**src/rtl/core/ccr_pkg.sv**
```systemverilog
`timescale 1ns / 1ps
`default_nettype none
// ----------------------------------------------------------------------------
// ccr_pkg: shared definitions for the colour ratio classifier
// Field widths, register layout, result struct and the digit split of a code.
// ----------------------------------------------------------------------------
package ccr_pkg;

  localparam int ENTRY_COUNT_DEF = 6;
  localparam int SAMPLE_BITS_DEF = 20;

  localparam int CODE_BITS      = 7;
  localparam int DIGIT_BITS     = 4;
  localparam int REG_BITS       = 21;
  localparam int REG_COUNT      = 6;
  localparam int CFG_INDEX_BITS = 3;
  localparam int INDEX_BITS     = 3;

  localparam int RED_LSB   = 0;
  localparam int GREEN_LSB = 7;
  localparam int BLUE_LSB  = 14;

  localparam int M_DATA_BITS   = 8;
  localparam int M_FOUND_BIT   = 0;
  localparam int M_INDEX_LSB   = 1;
  localparam int M_CZERO_BIT   = 4;

  typedef logic [CODE_BITS-1:0]  code_t;
  typedef logic [DIGIT_BITS-1:0] digit_t;
  typedef logic [REG_BITS-1:0]   entry_t;

  typedef struct packed {
    logic                  found;
    logic [INDEX_BITS-1:0] index;
  } match_res_t;

  // Tens digit by reciprocal multiplication, exact for every 7-bit code.
  function automatic digit_t code_tens(input code_t code);
    logic [14:0] prod;
    begin
      prod = 15'(code) * 15'd205;
      return prod[14:11];
    end
  endfunction

  function automatic digit_t code_ones(input code_t code);
    digit_t tens;
    code_t  times_ten;
    begin
      tens      = code_tens(code);
      times_ten = CODE_BITS'({tens, 3'b000}) + CODE_BITS'({tens, 1'b0});
      return DIGIT_BITS'(code - times_ten);
    end
  endfunction

endpackage
`default_nettype wire

```
**src/rtl/core/ccr_div_lane.sv**
```systemverilog
`timescale 1ns / 1ps
`default_nettype none
// ----------------------------------------------------------------------------
// ccr_div_lane: one restoring divider lane, one bit per cycle while step is high
// Loads a dividend and divisor, then produces one quotient bit per step.
// ----------------------------------------------------------------------------
module ccr_div_lane #(
  parameter int SAMPLE_BITS = 20
) (
  input  wire logic                   clk,
  input  wire logic                   load,
  input  wire logic                   step,
  input  wire logic [SAMPLE_BITS-1:0] dividend,
  input  wire logic [SAMPLE_BITS-1:0] divisor,
  output logic      [SAMPLE_BITS-1:0] quotient
);

  logic [SAMPLE_BITS-1:0] rem;
  logic [SAMPLE_BITS-1:0] rem_next;
  logic [SAMPLE_BITS-1:0] quo;
  logic [SAMPLE_BITS-1:0] quo_next;
  logic [SAMPLE_BITS-1:0] dvs;
  logic [SAMPLE_BITS:0]   shifted;
  logic [SAMPLE_BITS:0]   diff;

  always_comb begin
    shifted = {rem, quo[SAMPLE_BITS-1]};
    diff    = shifted - {1'b0, dvs};
    if (!diff[SAMPLE_BITS]) begin
      rem_next = diff[SAMPLE_BITS-1:0];
      quo_next = {quo[SAMPLE_BITS-2:0], 1'b1};
    end else begin
      rem_next = shifted[SAMPLE_BITS-1:0];
      quo_next = {quo[SAMPLE_BITS-2:0], 1'b0};
    end
  end

  always_ff @(posedge clk) begin
    if (load) begin
      rem <= '0;
      quo <= dividend;
      dvs <= divisor;
    end else if (step) begin
      rem <= rem_next;
      quo <= quo_next;
    end
  end

  assign quotient = quo;

endmodule
`default_nettype wire

```
**src/rtl/core/ccr_match.sv**
```systemverilog
`timescale 1ns / 1ps
`default_nettype none
// ----------------------------------------------------------------------------
// ccr_match: merging stage of the classifier
// Compares the three lane ratios with the digits of every reference entry
// and picks the lowest entry that matches on all channels.
// ----------------------------------------------------------------------------
module ccr_match
  import ccr_pkg::*;
#(
  parameter int ENTRY_COUNT = ENTRY_COUNT_DEF,
  parameter int SAMPLE_BITS = SAMPLE_BITS_DEF
) (
  input  wire logic [SAMPLE_BITS-1:0] ratio_red,
  input  wire logic [SAMPLE_BITS-1:0] ratio_green,
  input  wire logic [SAMPLE_BITS-1:0] ratio_blue,
  input  wire entry_t                 entries [ENTRY_COUNT],
  output match_res_t                  res
);

  logic [ENTRY_COUNT-1:0] hit;

  function automatic logic digit_hit(input logic [SAMPLE_BITS-1:0] ratio, input code_t code);
    begin
      return (ratio == SAMPLE_BITS'(code_tens(code))) ||
             (ratio == SAMPLE_BITS'(code_ones(code)));
    end
  endfunction

  always_comb begin
    for (int e = 0; e < ENTRY_COUNT; e++) begin
      hit[e] = digit_hit(ratio_red,   entries[e][RED_LSB   +: CODE_BITS]) &&
               digit_hit(ratio_green, entries[e][GREEN_LSB +: CODE_BITS]) &&
               digit_hit(ratio_blue,  entries[e][BLUE_LSB  +: CODE_BITS]);
    end
  end

  always_comb begin
    res = '0;
    for (int e = ENTRY_COUNT - 1; e >= 0; e--) begin
      if (hit[e]) begin
        res.found = 1'b1;
        res.index = INDEX_BITS'(e);
      end
    end
  end

endmodule
`default_nettype wire

```
**src/rtl/core/color_ratio_classifier.sv**
```systemverilog
`timescale 1ns / 1ps
`default_nettype none
// ----------------------------------------------------------------------------
// color_ratio_classifier: colour classification by pulse width ratios
// Divides red, green and blue widths by the clear width in three divider
// lanes and matches the ratios against the digit codes of reference entries.
// ----------------------------------------------------------------------------
// Channel   Direction  Contents
// s_*       in         word of red, green, blue and clear widths
// m_*       out        word of match_found, color_index, clear_zero
// cfg_*     in         write of one reference entry register
//
// After acceptance the word is divided in the bit-per-cycle divider lanes,
// then done is set and the matched result waits for the output register.
// A new word is taken when the lanes hand their ratios to the output register;
// a stalled result holds up the next word only once the lanes are done.
// Reset is synchronous and clears all entries and handshake state.
// ----------------------------------------------------------------------------
module color_ratio_classifier
  import ccr_pkg::*;
#(
  parameter int ENTRY_COUNT = ENTRY_COUNT_DEF,
  parameter int SAMPLE_BITS = SAMPLE_BITS_DEF,
  localparam int S_DATA_BITS = ((4 * SAMPLE_BITS + 7) / 8) * 8
) (
  input  wire logic                      clk,
  input  wire logic                      rst,
  input  wire logic                      s_tvalid,
  output logic                           s_tready,
  // red_width, green_width, blue_width, clear_width, zero padding
  input  wire logic [S_DATA_BITS-1:0]    s_tdata,
  output logic                           m_tvalid,
  input  wire logic                      m_tready,
  // match_found, color_index, clear_zero, zero padding
  output logic      [M_DATA_BITS-1:0]    m_tdata,
  input  wire logic                      cfg_we,
  input  wire logic [CFG_INDEX_BITS-1:0] cfg_index,
  input  wire logic [REG_BITS-1:0]       cfg_data
);

  localparam int CNT_BITS = $clog2(SAMPLE_BITS);

  entry_t                 entries [ENTRY_COUNT];
  logic [SAMPLE_BITS-1:0] red_width;
  logic [SAMPLE_BITS-1:0] green_width;
  logic [SAMPLE_BITS-1:0] blue_width;
  logic [SAMPLE_BITS-1:0] clear_width;
  logic [SAMPLE_BITS-1:0] ratio_red;
  logic [SAMPLE_BITS-1:0] ratio_green;
  logic [SAMPLE_BITS-1:0] ratio_blue;
  logic                   busy;
  logic                   done;
  logic                   czero;
  logic [CNT_BITS-1:0]    cnt;
  logic                   accept;
  logic                   handoff;
  logic                   last_step;
  match_res_t             res;
  logic                   found;
  logic [M_DATA_BITS-1:0] m_word;

  assign red_width   = s_tdata[0 * SAMPLE_BITS +: SAMPLE_BITS];
  assign green_width = s_tdata[1 * SAMPLE_BITS +: SAMPLE_BITS];
  assign blue_width  = s_tdata[2 * SAMPLE_BITS +: SAMPLE_BITS];
  assign clear_width = s_tdata[3 * SAMPLE_BITS +: SAMPLE_BITS];

  assign handoff   = done && (!m_tvalid || m_tready);
  assign s_tready  = !busy && (!done || handoff);
  assign accept    = s_tvalid && s_tready;
  assign last_step = busy && (cnt == '0);

  for (genvar e = 0; e < ENTRY_COUNT; e++) begin : g_entry
    if (e < REG_COUNT) begin : g_reg
      always_ff @(posedge clk) begin
        if (rst) begin
          entries[e] <= '0;
        end else if (cfg_we && cfg_index == CFG_INDEX_BITS'(e)) begin
          entries[e] <= cfg_data;
        end
      end
    end else begin : g_fixed
      assign entries[e] = '0;
    end
  end

  always_ff @(posedge clk) begin
    if (rst) begin
      busy <= 1'b0;
      done <= 1'b0;
      cnt  <= '0;
    end else begin
      if (accept) begin
        busy <= 1'b1;
        cnt  <= CNT_BITS'(SAMPLE_BITS - 1);
      end else if (busy) begin
        cnt <= cnt - 1'b1;
        if (last_step) begin
          busy <= 1'b0;
        end
      end
      if (last_step) begin
        done <= 1'b1;
      end else if (handoff) begin
        done <= 1'b0;
      end
    end
  end

  always_ff @(posedge clk) begin
    if (accept) begin
      czero <= (clear_width == '0);
    end
  end

  ccr_div_lane #(.SAMPLE_BITS(SAMPLE_BITS)) u_lane_red (
    .clk      (clk),
    .load     (accept),
    .step     (busy),
    .dividend (red_width),
    .divisor  (clear_width),
    .quotient (ratio_red)
  );

  ccr_div_lane #(.SAMPLE_BITS(SAMPLE_BITS)) u_lane_green (
    .clk      (clk),
    .load     (accept),
    .step     (busy),
    .dividend (green_width),
    .divisor  (clear_width),
    .quotient (ratio_green)
  );

  ccr_div_lane #(.SAMPLE_BITS(SAMPLE_BITS)) u_lane_blue (
    .clk      (clk),
    .load     (accept),
    .step     (busy),
    .dividend (blue_width),
    .divisor  (clear_width),
    .quotient (ratio_blue)
  );

  ccr_match #(
    .ENTRY_COUNT (ENTRY_COUNT),
    .SAMPLE_BITS (SAMPLE_BITS)
  ) u_match (
    .ratio_red   (ratio_red),
    .ratio_green (ratio_green),
    .ratio_blue  (ratio_blue),
    .entries     (entries),
    .res         (res)
  );

  assign found = res.found && !czero;

  always_comb begin
    m_word                            = '0;
    m_word[M_FOUND_BIT]               = found;
    m_word[M_INDEX_LSB +: INDEX_BITS] = found ? res.index : '0;
    m_word[M_CZERO_BIT]               = czero;
  end

  always_ff @(posedge clk) begin
    if (rst) begin
      m_tvalid <= 1'b0;
    end else if (handoff) begin
      m_tvalid <= 1'b1;
    end else if (m_tready) begin
      m_tvalid <= 1'b0;
    end
  end

  always_ff @(posedge clk) begin
    if (handoff) begin
      m_tdata <= m_word;
    end
  end

endmodule
`default_nettype wire

```
**config.mk**
```make
export PLATFORM = sky130hd
export DESIGN_NAME = color_ratio_classifier
export DESIGN_NICKNAME = d
export VERILOG_FILES = /design/src/rtl/core/ccr_pkg.sv /design/src/rtl/core/ccr_div_lane.sv /design/src/rtl/core/ccr_match.sv /design/src/rtl/core/color_ratio_classifier.sv
export SDC_FILE = /design/constraint.sdc
export NUM_CORES = 1
export LEC_CHECK = 0
export ABC_CLOCK_PERIOD_IN_PS = 8600
export BUFFER_PORTS_ARGS = -buffer_cell sky130_fd_sc_hd__clkbuf_2
export CAP_MARGIN = 0
export CORE_ASPECT_RATIO = 0.6
export CORE_MARGIN = 4
export CORE_UTILIZATION = 60
export CTS_CLUSTER_SIZE = 40
export DETAILED_ROUTE_END_ITERATION = 6
export GPL_TIMING_DRIVEN = 0
export HOLD_SLACK_MARGIN = 0.1
export PLACE_DENSITY = 0.89
export SYNTH_ARGS = -nofsm -noshare
export SYNTH_HDL_FRONTEND = slang
export SYNTH_HIERARCHICAL = 1
export SYNTH_SLANG_ARGS = --single-unit
```
**constraint.sdc**
```tcl
create_clock -name clk -period 8.6 [get_ports clk]
set_input_delay 1.72 -clock clk [delete_from_list [all_inputs] [get_ports clk]]
set_output_delay 1.72 -clock clk [all_outputs]
set_load 0.05 [all_outputs]
```
# Word-level counts from Yosys, hierarchy flattened

Cells that the tools add are included.
W data, S select, Z words.

Reductions and logical operators: 57
Mux-type cells: 27
$add $sub $neg: 40
Multiply operators: 18
Eq/ne operators: 41
Bitwise gates (word level): 1

Operators by type and width:

| kind                   | count |
|---|---|
| $eq A20 B4 Y1          | 36 |
| $mul A7 B8 Y15 const B | 18 |
| $mux W20               | 9 |
| $add A4 B4 Y4          | 18 |
| $sub A4 B4 Y4          | 18 |
| $sub A21 B20 Y21       | 3 |
| $mux W4                | 6 |
| $logic_and A1 B1 Y1    | 23 |
| $logic_not A20 Y1      | 1 |
| $logic_or A1 B1 Y1     | 20 |
| $mux W1                | 10 |
| $mux W5                | 2 |
| $eq A3 B2 Y1 const B   | 2 |
| $eq A3 B3 Y1 const B   | 2 |
| $reduce_bool A2 Y1     | 3 |
| $logic_not A5 Y1       | 1 |
| $reduce_or A5 Y1       | 1 |
| $sub A5 B1 Y5 const B  | 1 |
| $logic_not A1 Y1       | 4 |
| $reduce_or A2 Y1       | 2 |
| $eq A3 B1 Y1 const B   | 1 |
| $logic_not A3 Y1       | 1 |
| $reduce_or A3 Y1       | 1 |
| $not A1 Y1             | 1 |

Input bits: 109
Flip-flop bits (word level): 280
Output and inout bits: 10
Word-level logic and storage cells: 207

# Depth between registers and ports, before layout

Depth in word-level cells: 16
Mapped depth: 27
Gate-level depth less buffers: 27

# Hierarchy

Netlist, hierarchy kept.

Modules (own cells, without submodules):

| module                 | area an instance (um2) | sequential area each (um2) | instances | cells each |
|---|---|---|---|---|
| ccr_match              | 19312.3                | 0.0                        | 1         | 2147 |
| ccr_div_lane           | 3517.1                 | 1601.5                     | 3         | 348 |
| color_ratio_classifier | 5077.4                 | 2862.7                     | 1         | 620 |

# Worst setup path before layout

OpenSTA, ideal clock, no wires.

Kind: flip-flop to flip-flop
Start: register entries[53] in the netlist's numbering
End: register m_tdata[1] (data pin)
Data required time: 8345 ps
Setup time: 255 ps
Arrival time: 5180 ps
Stages on the path, launching flop included: 27
Buffers on the path: 0
Period minus slack after synthesis: 5435 ps
Path slack: 3165 ps
Path through: dfxtp_1 ha_1 inv_1 fa_1 inv_1 ha_1 inv_1 fa_1 inv_1 ha_1 and3_1 a221oi_1 o21ai_2 a21o_1 xor2_1 ha_1 a21boi_0 mux2i_1 xnor2_1 xnor3_1 a22o_1 nand4b_1 nand2_1 a311oi_1 nand2b_1 nor2b_1 and2_1

RTL lines:

| item                             | line                          | RTL |
|---|---|---|
| start: declaration               | color_ratio_classifier.sv:43  | `entry_t entries [ENTRY_COUNT];` |
| start signal: indexed assignment | color_ratio_classifier.sv:78  | `entries[e] <= cfg_data;` |
| end signal: assignment           | color_ratio_classifier.sv:174 | `m_tdata <= m_word;` |
| end: declaration                 | color_ratio_classifier.sv:35  | `output logic [M_DATA_BITS-1:0] m_tdata,` |

==> impl_results.md <==
* Port bufs at about 110
* Placed wire-length estimate at 74.9 mm
* Initial DRC count at 3385
* Vias per cell at slightly above 6
* Crit path DAT at 7100 ps
* Worst Hold Class: reg2reg
* # hold bufs at CTS at 0
* Crit Path Class: reg2reg
* Maximum clock path buffer count at 3
* Setup slack, reg-to-reg at between 1500 and 2000 ps
* Final setup fails at 0
* Cells after Synth at 3811
* R2R depth at 22
* I/O pin count at 119
* Seq cells post-synth at 320
* CP Capture Point: m_tdata[1]$_SDFFCE_PN0P_
* Commonest register cell after synthesis: dfxtp_1
* Vias at approximately 30000
* First-pass GRT wire length at 151 mm
* Top post-synthesis cells by area: ha_1 (27%), dfxtp_1 (11%), edfxtp_1 (11%), fa_1 (8.4%), xnor2_1 (5.5%)
* Final clock skew at 29.3 ps
* Tcrit/Tclk final at approximately 77%
* Die height at between 150 and 200 um
* Commonest cells post-synth: ha_1 (745), inv_1 (474), nand2_1 (468)
* Clock Latency Late Sink at between 500 and 600 ps
* WP buf/inv at 2
* CP Max Fanout at 6
* Count of pins over their slew limit at 0
* Final WL at slightly below 100 mm
* Max Cap Viol at 0
* Slew headroom at ~22%
* DRC Markers at 0
* CP peak stage delay at 530 ps
* DP Worst Slack at approximately 2300 ps
* Drt wl/cell at ~20 um
* Initial antenna violation count at 1
* Most flop-heavy register: entries
* Final hold violations at 0
* CTS tree: done
* Crit path launch type: flop
* Max VDD drop at between 200 and 250 uV
* Status: complete, no violations
* Num rows at 68
* Die X at approximately 320 um
* Max reg flops at 126
* Syn avg cell area at approximately 9.2 um2
* Tot GR Track Use at between 20 and 30%
* Crit path time final at approximately 6700 ps
* Post-DRT Antenna Nets at 0
* Worst setup margin at 1940 ps
* Fmax at between 150 and 200 MHz
* Worst flop-to-flop path endpoint: m_tdata[1]$_SDFFCE_PN0P_
* RSZ-0062 raised after global routing: false
* Grt total ovfl at 0
* Fillers at about 4300
* Post-synth top area share at 26.7%
* Most common cell in the netlist: ha_1
* EDFF count, synth at around 130
* FF-to-FF Start: entries[66]$_SDFFE_PP0P_
* Core box area at ~58000 um2
* Critical path depth at 22
* Num CTS Buffers at 36
* DIE AREA at 62300 um2
* Layout cells sized above 1 at roughly a tenth
* Asr flop ratio synth at 0%
* PostCTS Resize Cnt at 0
* Vias in the first global route at roughly 28000
* Slowest stage cell, crit path: dfxtp_1
* Worst-Margin Slew at 1160 ps
* Pleak at 0.0195 uW
* Most common cell on crit path: ha_1
* Seq/Total Area, Yosys at 21.9%
* Largest net degree at the start of global routing at 70
* H-tree depth at 2
* Layout area overhead at 8.13%
* Setup TNS at 0 ps
* PwrDens at around 140 nW/um2
* CP delay by family, top: adder cells
* Critical path endpoint category: flop
* Number of distinct library cells after synthesis at ~110
* Critical path, cell by cell: ha_1, ha_1, fa_1, inv_1, fa_1, inv_1, ha_1, a21oi_1, a211oi_2, o211ai_1, a31oi_1, ha_1, a22oi_1, xnor3_1, nor4_1, o22ai_1, or3_1, nand2_1, a311oi_1, nand2b_1, nor2b_1, and2_1
* Yosys Warn Count at 6
* GPL Wtd Cong at slightly below 1
* First drt pass iteration count at 6
* Leading area contributor after synthesis: ha_1
* Root buf cell: clkbuf_16
* Worst setup startpoint: entries[66]$_SDFFE_PP0P_
* Clock slew at reported path FFs at 70 ps
* Required time of the critical path at slightly above 9000 ps
* Cell Area, Synth at ~35000 um2
* Setup bufs post-CTS at 0
* Initial Util at between 60 and 70%
* Nets@finish at 4966
* Clk sinks at 320
stage by stage:
| step | util [%] | cell area, um2 | hold slack (ps) | instances | power, uW |
|---|---|---|---|---|---|
| after floorplan | - | 34900 | 427 | 3813 | 3130 |
| after global placement | 63.4 | 36500 | 484 | 4697 | 3530 |
| after detailed placement | 63.4 | 36500 | 489 | 4697 | 3610 |
| after CTS | 65.7 | 37800 | 486 | 4763 | 5330 |
| after global routing | 65.7 | 37800 | 520 | 4764 | 5620 |
| final | 65.7 | 37800 | 489 | 4765 | 5400 |
report_power, final:
part	switching, uW	internal, uW
clock	756	964
combinational	1110	704
sequential	131	1730
kinds of logic after synthesis:
kind of cell | Yosys count | share of synthesized area [%]
buffers and inverters | 588 | 6.69
XOR/XNOR | 326 | 8.63
AO/OA/AOI/OAI | 627 | 12.1
other | 1 | 0.0107
multiplexers | 67 | 2.13
flip-flops | 320 | 21.9
adder cells (fa/ha/maj) | 892 | 35.1
AND/OR/NAND/NOR | 990 | 13.4
worst min-delay path by stage:
| stage | start | to | slack, ps | depth (start not counted) |
|---|---|---|---|---|
| 6_report | u_lane_blue/rem[13]$_SDFFE_PP0P_ | u_lane_blue/rem[14]$_SDFFE_PP0P_ | 490 | 2 |
| 5_1_grt | u_lane_blue/rem[13]$_SDFFE_PP0P_ | u_lane_blue/rem[14]$_SDFFE_PP0P_ | 520 | 2 |
| 4_1_cts | u_lane_blue/rem[13]$_SDFFE_PP0P_ | u_lane_blue/rem[14]$_SDFFE_PP0P_ | 490 | 2 |
| 3_5_place_dp | u_lane_red/rem[16]$_SDFFE_PP0P_ | u_lane_red/rem[17]$_SDFFE_PP0P_ | 490 | 2 |
| 3_3_place_gp | u_lane_green/rem[1]$_SDFFE_PP0P_ | u_lane_green/rem[2]$_SDFFE_PP0P_ | 480 | 2 |
| 2_1_floorplan | czero$_DFFE_PP_ | m_tdata[4]$_DFFE_PP_ | 430 | 0 |
worst register-to-register path, stage by stage (launching register included):
cell      delay (ps)
dfxtp_1          530
ha_1             320
ha_1             220
fa_1             490
inv_1             60
fa_1             510
inv_1             60
ha_1             290
a21oi_1           70
a211oi_2         520
o211ai_1         250
a31oi_1          370
ha_1             330
a22oi_1          260
xnor3_1          350
nor4_1           490
o22ai_1          210
or3_1            420
nand2_1          120
a311oi_1          70
nand2b_1         160
nor2b_1          250
and2_1           160
cells in the final DEF (no fill, tap or decap), drive strengths merged, types with 58 or more instances in the layout:
cell    count
ha        745
inv       482
nand2     471
a21oi     279
xnor2     218
clkbuf    210
dfxtp     194
nor2      164
fa        147
edfxtp    126
xor2       97
o21ai      84
nand3      59
mux2       58
layer usage:
metal	up-vias	part of all wire (%)	wire length, um	track usage, %
met1	14000	43	41300	43.3
met4	0	3.2	3090	8.04
met3	289	13	12500	7.75
met2	1756	41	39800	44.0
met5	-	0	0	0
li1	13500	-	-	-
area by class of cell:
type	count	area (um2)	share of cell area [%]
flip-flops and latches	320	7670	20.3
clock buffers	42	943	2.50
repair buffers	114	571	1.51
plain buffers	110	544	1.44
clock inverters	24	348	0.921
well taps	770	963	2.55
inverters	478	1800	4.76
diodes	2	5.00	0.0132
multi-input cells	2905	24900	66.0
(Power assumes the default switching activity.)
